==> src/base64_strict_decoder_macros.svh <==
// Assertion macros shared by the base64 decoder RTL
`ifndef BASE64_STRICT_DECODER_MACROS_SVH
`define BASE64_STRICT_DECODER_MACROS_SVH

// Check that the consequent holds in the same cycle as the antecedent, outside reset
`define B64SD_ASSERT_IMPLIES(lbl, ante, cons) \
    lbl: assert property (@(posedge i_clk) disable iff (!i_rst_n) (ante) |-> (cons)) \
        else $error("b64sd: implication check failed");

// Check that a condition holds in the cycle after a reset edge
`define B64SD_ASSERT_AFTER_RESET(lbl, cons) \
    lbl: assert property (@(posedge i_clk) !i_rst_n |=> (cons)) \
        else $error("b64sd: post-reset check failed");

`endif

==> src/b64sd_pkg.sv <==
// Types, codes and character classification for the base64 decoder
package b64sd_pkg;

    localparam logic [7:0] PAD_CHAR = 8'h3D;

    localparam logic [1:0] ST_OK          = 2'd0;
    localparam logic [1:0] ST_BAD_CHAR    = 2'd1;
    localparam logic [1:0] ST_BAD_PADDING = 2'd2;
    localparam logic [1:0] ST_BAD_LENGTH  = 2'd3;

    typedef struct packed {
        logic [7:0] char_code;
        logic       last_char;
    } t_in_word;

    typedef struct packed {
        logic [7:0] data_byte;
        logic       byte_valid;
        logic       end_of_message;
        logic [1:0] status;
    } t_out_word;

    typedef enum logic [1:0] {
        K_BLANK,
        K_PAD,
        K_DATA,
        K_BAD
    } t_kind;

    typedef struct packed {
        t_kind      kind;
        logic [5:0] sextet;
        logic       last_char;
    } t_token;

    // Map one raw character to its class and sextet value
    function automatic t_token classify(input logic [7:0] c, input logic last);
        t_token tok;
        tok.last_char = last;
        tok.sextet    = 6'd0;
        tok.kind      = K_BAD;
        if (c == 8'h20 || (c >= 8'h09 && c <= 8'h0D)) begin
            tok.kind = K_BLANK;
        end else if (c == PAD_CHAR) begin
            tok.kind = K_PAD;
        end else if (c >= 8'h41 && c <= 8'h5A) begin
            tok.kind   = K_DATA;
            tok.sextet = 6'(c - 8'd65);
        end else if (c >= 8'h61 && c <= 8'h7A) begin
            tok.kind   = K_DATA;
            tok.sextet = 6'(c - 8'd71);
        end else if (c >= 8'h30 && c <= 8'h39) begin
            tok.kind   = K_DATA;
            tok.sextet = 6'(c + 8'd4);
        end else if (c == 8'h2B) begin
            tok.kind   = K_DATA;
            tok.sextet = 6'd62;
        end else if (c == 8'h2F) begin
            tok.kind   = K_DATA;
            tok.sextet = 6'd63;
        end
        return tok;
    endfunction

endpackage

==> src/b64sd_front.sv <==
// Front stage: accept input words and register their classified tokens
module b64sd_front (
    input  logic                i_clk,
    input  logic                i_rst_n,
    input  logic                i_valid,
    output logic                o_ready,
    input  b64sd_pkg::t_in_word i_word,
    output logic                o_tok_valid,
    input  logic                i_tok_ready,
    output b64sd_pkg::t_token   o_tok
);

    logic              r_valid;
    b64sd_pkg::t_token r_tok;

    // Take a new word when the stage is empty or being drained
    assign o_ready     = !r_valid || i_tok_ready;
    assign o_tok_valid = r_valid;
    assign o_tok       = r_tok;

    // Hold the valid flag
    always_ff @(posedge i_clk) begin
        if (!i_rst_n) begin
            r_valid <= 1'b0;
        end else if (o_ready) begin
            r_valid <= i_valid;
        end
    end

    // Classify on entry
    always_ff @(posedge i_clk) begin
        if (i_valid && o_ready) begin
            r_tok <= b64sd_pkg::classify(i_word.char_code, i_word.last_char);
        end
    end

endmodule

==> src/b64sd_queue.sv <==
// Small token queue between the front and back stages
module b64sd_queue #(
    parameter int DEPTH = 2
) (
    input  logic              i_clk,
    input  logic              i_rst_n,
    input  logic              i_push,
    output logic              o_not_full,
    input  b64sd_pkg::t_token i_tok,
    input  logic              i_pop,
    output logic              o_not_empty,
    output b64sd_pkg::t_token o_tok
);

    localparam int AW = $clog2(DEPTH);
    localparam int CW = $clog2(DEPTH + 1);
    localparam logic [AW-1:0] LAST_IDX = AW'(DEPTH - 1);
    localparam logic [CW-1:0] FULL_CNT = CW'(DEPTH);

    b64sd_pkg::t_token r_mem [DEPTH];
    logic [AW-1:0]     r_wr_ptr;
    logic [AW-1:0]     r_rd_ptr;
    logic [CW-1:0]     r_count;
    logic              push_ok;
    logic              pop_ok;

    assign o_not_full  = (r_count != FULL_CNT);
    assign o_not_empty = (r_count != '0);
    assign o_tok       = r_mem[r_rd_ptr];
    assign push_ok     = i_push && o_not_full;
    assign pop_ok      = i_pop && o_not_empty;

    // Advance pointers and occupancy
    always_ff @(posedge i_clk) begin
        if (!i_rst_n) begin
            r_wr_ptr <= '0;
            r_rd_ptr <= '0;
            r_count  <= '0;
        end else begin
            if (push_ok) begin
                r_wr_ptr <= (r_wr_ptr == LAST_IDX) ? '0 : r_wr_ptr + AW'(1);
            end
            if (pop_ok) begin
                r_rd_ptr <= (r_rd_ptr == LAST_IDX) ? '0 : r_rd_ptr + AW'(1);
            end
            if (push_ok && !pop_ok) begin
                r_count <= r_count + CW'(1);
            end else if (pop_ok && !push_ok) begin
                r_count <= r_count - CW'(1);
            end
        end
    end

    // Store pushed tokens
    always_ff @(posedge i_clk) begin
        if (push_ok) begin
            r_mem[r_wr_ptr] <= i_tok;
        end
    end

endmodule

==> src/b64sd_back.sv <==
// Back stage: group sextets into bytes, track padding and report status
module b64sd_back (
    input  logic                 i_clk,
    input  logic                 i_rst_n,
    input  logic                 i_tok_valid,
    output logic                 o_tok_pop,
    input  b64sd_pkg::t_token    i_tok,
    output logic                 o_valid,
    input  logic                 i_ready,
    output b64sd_pkg::t_out_word o_word
);

    logic [1:0]           r_group_phase;
    logic [5:0]           r_held;
    logic [1:0]           r_pad_count;
    logic [1:0]           r_length_phase;
    logic                 r_error;
    logic                 r_out_valid;
    b64sd_pkg::t_out_word r_out;

    logic [1:0]           n_group_phase;
    logic [5:0]           n_held;
    logic [1:0]           n_pad_count;
    logic [1:0]           n_length_phase;
    logic                 n_error;
    logic                 have_byte;
    logic [7:0]           byte_val;
    logic [1:0]           status;
    logic                 take;

    // Pop a token whenever the output register can take a result
    assign take      = i_tok_valid && (!r_out_valid || i_ready);
    assign o_tok_pop = take;
    assign o_valid   = r_out_valid;
    assign o_word    = r_out;

    // Step the decode state for the head token
    always_comb begin
        n_group_phase  = r_group_phase;
        n_held         = r_held;
        n_pad_count    = r_pad_count;
        n_length_phase = r_length_phase;
        n_error        = r_error;
        have_byte      = 1'b0;
        byte_val       = 8'd0;
        status         = b64sd_pkg::ST_OK;

        if (i_tok.kind != b64sd_pkg::K_BLANK) begin
            n_length_phase = r_length_phase + 2'd1;
        end

        unique case (i_tok.kind)
            b64sd_pkg::K_BLANK: begin
            end
            b64sd_pkg::K_PAD: begin
                if (r_pad_count != 2'd3) begin
                    n_pad_count = r_pad_count + 2'd1;
                end
            end
            b64sd_pkg::K_BAD: begin
                n_error = 1'b1;
            end
            b64sd_pkg::K_DATA: begin
                if (r_pad_count != 2'd0) begin
                    // drop data that follows padding
                    n_error = 1'b1;
                end else begin
                    n_group_phase = r_group_phase + 2'd1;
                    unique case (r_group_phase)
                        2'd0: begin
                            n_held = i_tok.sextet;
                        end
                        2'd1: begin
                            byte_val  = {r_held, i_tok.sextet[5:4]};
                            n_held    = {2'b00, i_tok.sextet[3:0]};
                            have_byte = 1'b1;
                        end
                        2'd2: begin
                            byte_val  = {r_held[3:0], i_tok.sextet[5:2]};
                            n_held    = {4'b0000, i_tok.sextet[1:0]};
                            have_byte = 1'b1;
                        end
                        2'd3: begin
                            byte_val  = {r_held[1:0], i_tok.sextet};
                            n_held    = 6'd0;
                            have_byte = 1'b1;
                        end
                        default: begin
                        end
                    endcase
                end
            end
            default: begin
            end
        endcase

        // Status at message end, first failing check wins
        if (i_tok.last_char) begin
            priority if (n_error) begin
                status = b64sd_pkg::ST_BAD_CHAR;
            end else if (n_pad_count != 2'd0 &&
                         (n_pad_count == 2'd3 || n_length_phase != 2'd0)) begin
                status = b64sd_pkg::ST_BAD_PADDING;
            end else if (n_group_phase == 2'd1) begin
                status = b64sd_pkg::ST_BAD_LENGTH;
            end else begin
                status = b64sd_pkg::ST_OK;
            end
        end
    end

    // Hold decode state, clear it after the last word of a message
    always_ff @(posedge i_clk) begin
        if (!i_rst_n) begin
            r_group_phase  <= 2'd0;
            r_held         <= 6'd0;
            r_pad_count    <= 2'd0;
            r_length_phase <= 2'd0;
            r_error        <= 1'b0;
        end else if (take) begin
            if (i_tok.last_char) begin
                r_group_phase  <= 2'd0;
                r_held         <= 6'd0;
                r_pad_count    <= 2'd0;
                r_length_phase <= 2'd0;
                r_error        <= 1'b0;
            end else begin
                r_group_phase  <= n_group_phase;
                r_held         <= n_held;
                r_pad_count    <= n_pad_count;
                r_length_phase <= n_length_phase;
                r_error        <= n_error;
            end
        end
    end

    // Output register: load a result, drop it once taken
    always_ff @(posedge i_clk) begin
        if (!i_rst_n) begin
            r_out_valid <= 1'b0;
        end else if (take) begin
            r_out_valid <= have_byte || i_tok.last_char;
        end else if (i_ready) begin
            r_out_valid <= 1'b0;
        end
    end

    always_ff @(posedge i_clk) begin
        if (take) begin
            r_out.data_byte      <= byte_val;
            r_out.byte_valid     <= have_byte;
            r_out.end_of_message <= i_tok.last_char;
            r_out.status         <= status;
        end
    end

endmodule

==> src/base64_strict_decoder.sv <==
// Strict base64 decoder top level: front, token queue and back stage
//
// Input channel i_valid/o_ready carries one character word (char_code and
// last_char). Output channel o_valid/i_ready carries result words: a decoded
// byte (byte_valid set), the end-of-message status (end_of_message set), or
// both. Whitespace yields no word unless it is the last character.
// Throughput is one character per cycle while the receiver keeps i_ready high:
// the back stage updates the decode state once per token. o_valid for a
// result rises once its character has passed the front register, a queue
// slot and the output register, in that order.
// Bytes are sent before the status is known; discard them on a nonzero
// status. Decode state clears after each last character.
// A stalled receiver holds the output register; the queue of QUEUE_DEPTH
// tokens and the front register keep absorbing input until they fill, then
// o_ready drops. Reset (synchronous, active low) empties every stage and
// clears the decode state.
module base64_strict_decoder #(
    parameter int QUEUE_DEPTH = 2
) (
    input  logic                 i_clk,
    input  logic                 i_rst_n,
    input  logic                 i_valid,
    output logic                 o_ready,
    input  b64sd_pkg::t_in_word  i_word,
    output logic                 o_valid,
    input  logic                 i_ready,
    output b64sd_pkg::t_out_word o_word
);

`include "base64_strict_decoder_macros.svh"

    logic              front_valid;
    logic              q_not_full;
    logic              q_not_empty;
    logic              q_pop;
    b64sd_pkg::t_token front_tok;
    b64sd_pkg::t_token q_tok;

    b64sd_front u_front (
        .i_clk       (i_clk),
        .i_rst_n     (i_rst_n),
        .i_valid     (i_valid),
        .o_ready     (o_ready),
        .i_word      (i_word),
        .o_tok_valid (front_valid),
        .i_tok_ready (q_not_full),
        .o_tok       (front_tok)
    );

    b64sd_queue #(
        .DEPTH (QUEUE_DEPTH)
    ) u_queue (
        .i_clk       (i_clk),
        .i_rst_n     (i_rst_n),
        .i_push      (front_valid),
        .o_not_full  (q_not_full),
        .i_tok       (front_tok),
        .i_pop       (q_pop),
        .o_not_empty (q_not_empty),
        .o_tok       (q_tok)
    );

    b64sd_back u_back (
        .i_clk       (i_clk),
        .i_rst_n     (i_rst_n),
        .i_tok_valid (q_not_empty),
        .o_tok_pop   (q_pop),
        .i_tok       (q_tok),
        .o_valid     (o_valid),
        .i_ready     (i_ready),
        .o_word      (o_word)
    );

    // Every result word carries a byte, an end marker, or both
    `B64SD_ASSERT_IMPLIES(a_word_has_content, o_valid, o_word.byte_valid || o_word.end_of_message)
    // Status is only reported on the end word
    `B64SD_ASSERT_IMPLIES(a_status_at_end, o_valid && !o_word.end_of_message, o_word.status == b64sd_pkg::ST_OK)
    // No data value without the byte flag
    `B64SD_ASSERT_IMPLIES(a_byte_zero_when_empty, o_valid && !o_word.byte_valid, o_word.data_byte == 8'd0)
    // Reset empties the output register
    `B64SD_ASSERT_AFTER_RESET(a_reset_clears_out, !o_valid)

endmodule
==> config.mk <==
export PLATFORM = sky130hd
export DESIGN_NAME = base64_strict_decoder
export DESIGN_NICKNAME = d
export VERILOG_FILES = /design/src/b64sd_pkg.sv /design/src/b64sd_front.sv /design/src/b64sd_queue.sv /design/src/b64sd_back.sv /design/src/base64_strict_decoder.sv
export VERILOG_INCLUDE_DIRS = /design/src /design/src/src
export SDC_FILE = /design/constraint.sdc
export NUM_CORES = 1
export LEC_CHECK = 0
export ABC_CLOCK_PERIOD_IN_PS = 3850
export BUFFER_PORTS_ARGS = -buffer_cell sky130_fd_sc_hd__buf_2
export CAP_MARGIN = 5
export CORE_MARGIN = 1
export CORE_UTILIZATION = 55
export CTS_CLUSTER_SIZE = 8
export DETAILED_ROUTE_END_ITERATION = 12
export PLACE_DENSITY = 0.74
export SLEW_MARGIN = 20
export SYNTH_ARGS = -nofsm -noshare
export SYNTH_HDL_FRONTEND = slang
export SYNTH_HIERARCHICAL = 1
export SYNTH_SLANG_ARGS = --single-unit
==> constraint.sdc <==
create_clock -name i_clk -period 3.85 [get_ports i_clk]
set_clock_uncertainty 0.1 [all_clocks]
set_input_delay 0.385 -clock i_clk [delete_from_list [all_inputs] [get_ports i_clk]]
set_output_delay 0.385 -clock i_clk [all_outputs]
set_load 0.01 [all_outputs]
Yosys cells after proc, flatten, opt, wreduce, memory -nomap -nowiden:

Memories as Yosys holds them, arrays and structs flattened. A register that Yosys moved wholly into a read port is not among the register bits.
Cells that the tools add are included.

* bitwise operators: 2
* $mul: 0
* reductions and logical operators: 34
* add/sub/neg operators: 10
* multiplexer cells: 38
* order comparisons: 8
* divide/modulo/power cells: 0
* eq/ne operators: 15
* shifts and indexed selects: 0

Operators with widths (count)
* $eq A8 B6 Y1 const B: 4
* $mux W2: 12
* $mux W8: 3
* $pmux W6 S4: 1
* $pmux W8 S3: 1
* $mux W6: 3
* $ge A8 B7 Y1 const B: 2
* $le A8 B7 Y1 const B: 2
* $reduce_bool A2 Y1: 8
* $mux W1: 15
* $mux W7: 2
* $logic_and A1 B1 Y1: 11
* $eq A2 B2 Y1 const B: 5
* $add A2 B1 Y2 const B: 4
* $ge A8 B4 Y1 const B: 1
* $ge A8 B6 Y1 const B: 1
* $le A8 B4 Y1 const B: 1
* $le A8 B6 Y1 const B: 1
* $add A6 B3 Y6 const B: 1
* $eq A2 B1 Y1 const B: 3
* $reduce_or A2 Y1: 3
* $sub A6 B1 Y6 const B: 1
* $sub A6 B3 Y6 const B: 1
* $logic_or A1 B1 Y1: 5
* other kinds (10): 16

* bits in registers: 40
* memories kept: 1
* bits of input ports: 13
* logic and storage cells: 127
* latch bits: 0
* ROM bits: 0
* output and inout bits: 14
* RAM bits: 18

Memory list
* u_queue.r_mem: depth 2, bits a word 9, rd ports 1, clocked after memory_dff 1, write ports 1, RTL line b64sd_queue.sv:20 `b64sd_pkg::t_token r_mem [DEPTH];`

Longest topological paths before layout:

Gate-level depths: netlist (run 1).

* word-level depth: 8
* gate-level depth with buffers: 9
* mapped depth without buffers: 8

Modules after synthesis:

Netlist (run 1), hierarchy kept.

Modules (own cells, without submodules)
* b64sd_back: area an instance 1262.5 µm², seq. area each 640.6 µm², cells an instance 121, times used 1
* b64sd_front: area an instance 930.9 µm², seq. area each 290.3 µm², cells an instance 97, times used 1
* b64sd_queue: area an instance 889.6 µm², seq. area each 640.6 µm², cells an instance 52, times used 1

Worst setup path before layout (run 1):

OpenSTA, ideal clock, no wires.

* path type: input-to-reg
* from: input port i_ready
* to: register u_queue.r_count[1]
* data required time: 3.680 ns
* path slack: 1.673 ns
* stages on the path: 7
* path buffers: 0
* arrival time: 2.007 ns
* cells stage by stage: or2b_2 nand2_1 inv_1 o21ai_1 ha_1 or3_1 a21boi_1

* word-level cells in the longest chain between the ends: 6
* elaborated cells on any way between the ends: 8
* those cells by class: mux: 1; reduce/logical: 7

RTL lines
* start: declaration: RTL line base64_strict_decoder.sv:26 `input logic i_ready,`
* $logic_or A1 B1 Y1 *: RTL line b64sd_back.sv:32 `assign take = i_tok_valid && (!r_out_valid || i_ready);`
* $logic_and A1 B1 Y1 *: RTL line b64sd_back.sv:32
* named net q_pop: RTL line base64_strict_decoder.sv:35 `logic q_pop;`
* $logic_and A1 B1 Y1 *: RTL line b64sd_queue.sv:31 `assign pop_ok = i_pop && o_not_empty;`
* $logic_not A1 Y1: RTL line b64sd_queue.sv:46 `if (push_ok && !pop_ok) begin`
* $logic_and A1 B1 Y1: RTL line b64sd_queue.sv:46
* $mux W2 / $reduce_bool A2 Y1 (equally long branches)
* end signal: assignment: RTL line b64sd_queue.sv:47 `r_count <= r_count + CW'(1);`
* end signal: assignment: RTL line b64sd_queue.sv:49 `r_count <= r_count - CW'(1);`
* end: declaration: RTL line b64sd_queue.sv:23 `logic [CW-1:0] r_count;`

Mark *: on every way through the listed nets, which the timed path passes. The rest lies on a longest branch.
A chain may end at the register's enable or synchronous reset.

Worst setup path in the final report (run 1):

* from: register u_queue.r_count[1]
* to: register u_queue.r_count[1]

* word-level cells in the longest chain between the ends: 6
* elaborated cells on any way between the ends: 14
* those cells by class: add/sub: 2; eq/ne: 1; mux: 2; reduce/logical: 9

RTL lines
* $reduce_bool A2 Y1 *: RTL line b64sd_queue.sv:28 `assign o_not_empty = (r_count != '0);`
* named net q_not_empty: RTL line base64_strict_decoder.sv:34 `logic q_not_empty;`
* $logic_and A1 B1 Y1 *: RTL line b64sd_back.sv:32
* named net q_pop: RTL line base64_strict_decoder.sv:35
* $logic_and A1 B1 Y1 *: RTL line b64sd_queue.sv:31
* $logic_not A1 Y1: RTL line b64sd_queue.sv:46
* $logic_and A1 B1 Y1: RTL line b64sd_queue.sv:46
* $mux W2 / $reduce_bool A2 Y1 (equally long branches)

Mark *: on every way through the listed nets, which the timed path passes. The rest lies on a longest branch. The select of a mux whose other input is x is not followed.

==> flow_metrics.env, run 1 <==
export IMPL_cts_buffer_depth=2
export IMPL_area_growth_pct=12.13
export IMPL_synthCells=270
export IMPL_reg2reg_to="u_queue/r_count[1]"
export IMPL_cts_root_buf="clkbuf_8"
export IMPL_synth_area_sq_um=3083
export IMPL_holdPathStages=1
export IMPL_viasPerCell=5.906
export IMPL_drt_initial_drc_count=181
export IMPL_synth_top_area_frac=0.3799
export IMPL_clkPwrFrac=0.276
export IMPL_placed_cells=357
export IMPL_endpoint_kind="register"
export IMPL_final_cells=373
export IMPL_powerDensity_nw_per_um2=578.8
export IMPL_yosys_warnings=6
export IMPL_rrSetupSlack_ns=1.35
export IMPL_routed_top_layer="met4"
export IMPL_place_gp_congestion=0.9795
export IMPL_wire_per_inst_microns=14.86
export IMPL_finalSetupTns_ns=0
export IMPL_reg2reg_depth=7
export IMPL_cts_sinks=59
export IMPL_startpoint="u_queue/r_count[1]"
export IMPL_synth_compound_area_frac=0.1765
export IMPL_grt_pass1_vias=1982
export IMPL_route_met2_wl_microns=2609
export IMPL_startpoint_type="register"
export IMPL_synth_xor_area_share=0.02841
export IMPL_cts_buffers=9
export IMPL_grtUsageTotal=0.2059
export IMPL_dr_pass1_iters=5
export IMPL_leakage_uw=0.001276
export IMPL_cts_repair_resized=0
export IMPL_cts_tree="built"
export IMPL_pwr_share_seq=0.452
export IMPL_cts_hold_buffers=0
export IMPL_fmax_ghz=0.4003
export IMPL_io_pin_count=27
export IMPL_period_minus_slack_ns=2.498
export IMPL_wl_met1_microns=2375
export IMPL_drive_gt1_frac=0.2310
export IMPL_utilization=0.6601
export IMPL_maxCapViolCount=0
export IMPL_synth_top_family_by_area="compound AO/OA/AOI/OAI gates"
export IMPL_synthSimpleGateAreaFrac=0.1502
export IMPL_place_area_sq_um=3256
export IMPL_drv_slew=0
export IMPL_power_switching_uw=643.7
export IMPL_die_area_sq_um=5909
export IMPL_hold_end="u_front/o_tok[0]"
export IMPL_slew_headroom=0.5628
export IMPL_layout_commonest_cell="edfxtp_1"
export IMPL_nets=327
export IMPL_crit_required_ns=4.03
export IMPL_syn_avg_cell_area_sq_um=11.42
export IMPL_final_cell_area_sq_um=3457
export IMPL_clk_latency_ns=0.34
export IMPL_wl_met3_microns=290
export IMPL_critical_path_class="register to register"
export IMPL_p_sw_frac=0.3217
export IMPL_outcome="complete, no violations"
export IMPL_grt_max_degree=23
export IMPL_synth_edff_count=39
export IMPL_p_int_uw=1357
export IMPL_route_detailed_drc=0
export IMPL_cp_max_fo=16
export IMPL_antenna_found_initial=0
export IMPL_die_y_microns=76.87
export IMPL_yosysTopAreaCell="edfxtp_1"
export IMPL_finalSetupViolCount=0
export IMPL_syn_num_nets=299
export IMPL_cts_setup_buffers=0
export IMPL_ys_flop_type="edfxtp_1"
export IMPL_numPortBuffers=26
export IMPL_comb_power_share=0.272
export IMPL_hp_start="i_word[0]"
export IMPL_worst_pin_slew_ns=0.6487
export IMPL_ys_seq_area_frac=0.5097
export IMPL_htree_levels=3
export IMPL_start_util=0.5886
export IMPL_vias=2203
export IMPL_timing_rr_start="u_queue/r_count[1]"
export IMPL_num_rows=26
export IMPL_max_vdd_ir_drop_v=0.0003076
export IMPL_antenna_cells=0
export IMPL_whs_ns=0.1224
export IMPL_synthMuxAreaShare=0.03612
export IMPL_critPathArrivalTime_ns=2.67
export IMPL_synth_seq_cells=59
export IMPL_grt_pass1_wl_microns=9211
export IMPL_ys_top_cells_by_area="edfxtp_1 (38%), dfxtp_1 (13%), ha_1 (6.5%)"
export IMPL_fp_dieW_microns=76.87
export IMPL_synthAdderAreaFrac=0.06494
export IMPL_hold_viol_final=0
export IMPL_post_route_period_util=0.6489
export IMPL_async_flop_share=0
export IMPL_synth_cell_type_count=58
export IMPL_coreArea_sq_um=5238
export IMPL_grt_ovfl_total=0
export IMPL_detail_route_wirelength_microns=5544
export IMPL_postRouteAntennaNets=0
export IMPL_hold_path_class="input port to register"
export IMPL_cts_clk_slew_worst_paths_ns=0.07
export IMPL_dp_hpwl_microns=4040
export IMPL_rsz0062_at_grt="false"
export IMPL_layout_common_cells="edfxtp_1 (39), buf_2 (26), dfxtp_1 (20), nor2_1 (17), ha_1 (16)"
-- Yosys cell counts, drive strengths merged (5+ instances only) --
cell type  instances
o21ai             15
inv               16
edfxtp            39
a21oi             12
xnor2              7
nand2             14
a21boi             5
and2               8
a222oi             8
nor2b              5
and3               5
ha                16
nand3              7
dfxtp             20
mux2               9
buf                5
nor2              18
-- power groups by stage --
stage	registers (uW)	clock network [uW]	logic, uW
2_1_floorplan	933	0	371
3_3_place_gp	916	0	534
3_5_place_dp	920	0	542
4_1_cts	906	568	545
5_1_grt	921	594	600
6_report	905	552	544
-- stage by stage --
stage | total power [uW] | worst slack [ns]
4_1_cts | 2020 | 1.351
5_1_grt | 2115 | 1.140
6_report | 2001 | 1.352
3_3_place_gp | 1450 | 1.401
2_1_floorplan | 1304 | 1.673
3_5_place_dp | 1462 | 1.323
-- cell families after synthesis --
group	count (synthesis)
xor+xnor	10
compound gates	69
mux	10
fa+ha+maj	16
buf+inv	25
simple gates	81
flops	59
-- worst max-delay path: stages (launching register included) --
cell      delay, ns
dfxtp_1        0.43
or2_2          0.19
nand2_1        0.15
inv_1          0.47
o21ai_1        0.22
ha_1           0.36
or3_1          0.35
a21boi_1       0.15
-- worst max path at each step --
stage	to	slack, ns	cells past startpoint
finish	u_queue/r_count[1]	1.35	7
global route	u_queue/r_count[1]	1.14	7
CTS	u_queue/r_count[1]	1.35	7
detailed placement	u_queue/r_count[1]	1.32	8
global placement	u_queue/r_count[1]	1.40	8
floorplan	u_queue/r_count[1]	1.67	7
-- layout make-up --
cell class                      instances  area (sq um)
Inverter                               16         60.06
Multi-Input combinational cell        186          1406
Clock inverter                          7         77.57
Fill cell                             392          1780
Timing Repair Buffer                   26         130.1
Clock buffer                            9         123.9
Tap cell                               70         87.58
Sequential cell                        59          1572
-- metal layers --
metal	global-route usage	up-vias
met5	0	-
met4	0.1654	0
met3	0.04643	21
met2	0.3250	97
met1	0.2403	1011
li1	-	1074
-- state kept, by name, indices dropped and copies added, names as in the netlist, 2 cells and up, named ones only --
register	flops
u_back/r_group_phase	2
u_back/r_pad_count	2
u_queue/r_mem	18
u_back/o_word	12
u_back/r_length_phase	2
u_queue/r_count	2
u_back/r_held	6
u_front/o_tok	9
Note: power is estimated with default switching activity, not from simulation.
==> run 2: changes to the inputs <==
- ABC_CLOCK_PERIOD_IN_PS: 3850 -> 2600
- clock period: 3.85 -> 2.6 ns (I/O delays scaled with it)
==> run 2 against run 1 <==
  * Routed wire length up 4.8%
  * Register-to-register slack worse by 1.0 ns
  * First-iteration DRC count down 27%
  * Sequential share of layout area down 0.33 points
  * Fmax up 11%
  * Core utilization up 0.48 points
  * Clock power up 46%
  * Critical endpoint is now u_back/o_word[1]
==> flow_metrics.env, run 2 (synthesis gave the netlist of run 1 again) <==
export IMPL_grt_pass1_wl_microns=10080
export IMPL_drive_gt1_frac=0.2345
export IMPL_powerDensity_nw_per_um2=857.9
export IMPL_place_area_sq_um=3278
export IMPL_cts_sinks=59
export IMPL_start_util=0.5886
export IMPL_final_cell_area_sq_um=3482
export IMPL_regMostFlops="u_queue/r_mem"
export IMPL_num_rows=26
export IMPL_cts_setup_buffers=0
export IMPL_viasPerCell=5.958
export IMPL_p_int_uw=2049
export IMPL_route_detailed_drc=0
export IMPL_p_sw_frac=0.3142
export IMPL_layout_common_cells="edfxtp_1 (39), buf_2 (26), dfxtp_1 (20), nor2_1 (17), ha_1 (16)"
export IMPL_crit_required_ns=2.58
export IMPL_pwr_share_seq=0.444
export IMPL_power_switching_uw=938.5
export IMPL_pre_cts_ws_ns=0.3813
export IMPL_postRouteAntennaNets=0
export IMPL_comb_power_share=0.286
export IMPL_path_cells="mux2_2, or2_2, o31ai_1, a22oi_1, o311a_1"
export IMPL_slowest_delay_ns=0.41
export IMPL_drt_initial_drc_count=132
export IMPL_cts_clk_slew_worst_paths_ns=0.06
export IMPL_placed_cells=360
export IMPL_reg2reg_depth=5
export IMPL_wire_per_inst_microns=15.41
export IMPL_clk_latency_ns=0.33
export IMPL_post_route_period_util=0.8652
export IMPL_hold_viol_final=0
export IMPL_detail_route_wirelength_microns=5811
export IMPL_maxCapViolCount=0
export IMPL_numPortBuffers=26
export IMPL_cts_root_buf="clkbuf_8"
export IMPL_area_growth_pct=12.95
export IMPL_finalSetupViolCount=0
export IMPL_finalSetupTns_ns=0
export IMPL_grt_pass1_vias=2157
export IMPL_startpoint_type="register"
export IMPL_die_area_sq_um=5909
export IMPL_grt_ovfl_total=0
export IMPL_rsz0062_at_grt="false"
export IMPL_setup_ws_ns=0.3504
export IMPL_layout_commonest_cell="edfxtp_1"
export IMPL_largest_register_ffs=18
export IMPL_place_gp_congestion=0.9414
export IMPL_slowest_stage="mux2_2"
export IMPL_crit_buf_inv=0
export IMPL_crit_path_end="u_back/o_word[1]"
export IMPL_outcome="complete, no violations"
export IMPL_cts_tree="built"
export IMPL_grt_max_degree=23
export IMPL_crit_family="compound AO/OA/AOI/OAI gates"
export IMPL_cts_buffer_depth=2
export IMPL_max_vdd_ir_drop_v=0.0005364
export IMPL_holdPathStages=3
export IMPL_rrSetupSlack_ns=0.35
export IMPL_nets=331
export IMPL_vias=2246
export IMPL_dp_hpwl_microns=4229
export IMPL_hold_path_class="input port to register"
export IMPL_period_minus_slack_ns=2.250
export IMPL_antenna_cells=0
export IMPL_fp_dieW_microns=76.87
export IMPL_critical_path_class="register to register"
export IMPL_critPathArrivalTime_ns=2.23
export IMPL_slew_headroom=0.6884
export IMPL_endpoint_kind="register"
export IMPL_antenna_found_initial=0
export IMPL_reg2reg_to="u_back/o_word[1]"
export IMPL_htree_levels=3
export IMPL_die_y_microns=76.87
export IMPL_drv_slew=0
export IMPL_leakage_uw=0.001307
export IMPL_worst_pin_slew_ns=0.4660
export IMPL_cp_max_fo=5
export IMPL_dr_pass1_iters=5
export IMPL_clkPwrFrac=0.270
export IMPL_whs_ns=0.07813
export IMPL_coreArea_sq_um=5238
export IMPL_final_cells=377
export IMPL_cts_buffers=9
export IMPL_io_pin_count=27
export IMPL_cp_num_cells=5
export IMPL_grtUsageTotal=0.2227
export IMPL_fmax_ghz=0.4445
==> run 2: cell count changes in the layout (fill, tap and decap cells not counted) <==
| cell | delta |
|---|---|
| buf_4 | +3 |
| clkbuf_1 | +1 |
| clkbuf_8 | +1 |
| clkinv_2 | +3 |
| clkinv_4 | -1 |
| clkinvlp_4 | -3 |
| dlygate4sd3_1 | +1 |
| inv_6 | -1 |
==> run 2: how the worst min path moves through the flow <==
stage / startpoint / end
floorplan: i_word[0] / u_front/o_tok[0]
global placement: u_front/o_tok[3] / u_queue/r_mem[0][3]
detailed placement: u_front/o_tok[2] / u_queue/r_mem[1][2]
CTS: i_valid / u_front/o_tok_valid
global route: i_valid / u_front/o_tok_valid
finish: i_valid / u_front/o_tok_valid
==> run 2: what timing repair did <==
| item | 4_1_cts | 5_1_grt |
|---|---|---|
| gates resized for setup | 0 | 0 |
| hold endpoints to repair | 1 | 0 |
| hold buffers | 1 | 0 |
==> run 2: tightest hold or removal path: stages <==
cell      delay [ns]
buf_2           0.10
inv_1           0.04
a21boi_0        0.06
==> run 2: metal layers <==
layer,share of wire,wire (microns),up-vias,GRT usage
li1,-,-,1076,-
met1,0.42,2438,1063,0.2558
met2,0.51,2945,97,0.3821
met3,0.056,326,10,0.06786
met4,0.017,100,0,0.09423
met5,0,0,-,0
==> run 2: final cells by class <==
class                   instances  area [sq um]
fillers                       418          1755
flip-flops and latches         59          1572
multi-input cells             186          1406
repair buffers                 30         162.7
clock buffers                  11         141.4
well taps                      70         87.58
inverters                      16         60.06
clock inverters                 5         52.55
==> run 2: power groups by stage <==
stage          clock, uW  combinational, uW  sequential (uW)
6_report             806                854             1330
5_1_grt              873                938             1350
4_1_cts              829                851             1330
3_5_place_dp           0                846             1350
3_3_place_gp           0                832             1340
2_1_floorplan          0                549             1380
==> run 2: stage by stage <==
step	total power, uW	utilization
floorplan	1930	-
global route	3160	0.6648
global placement	2174	0.6259
CTS	3009	0.6648
finish	2987	0.6648
detailed placement	2194	0.6259
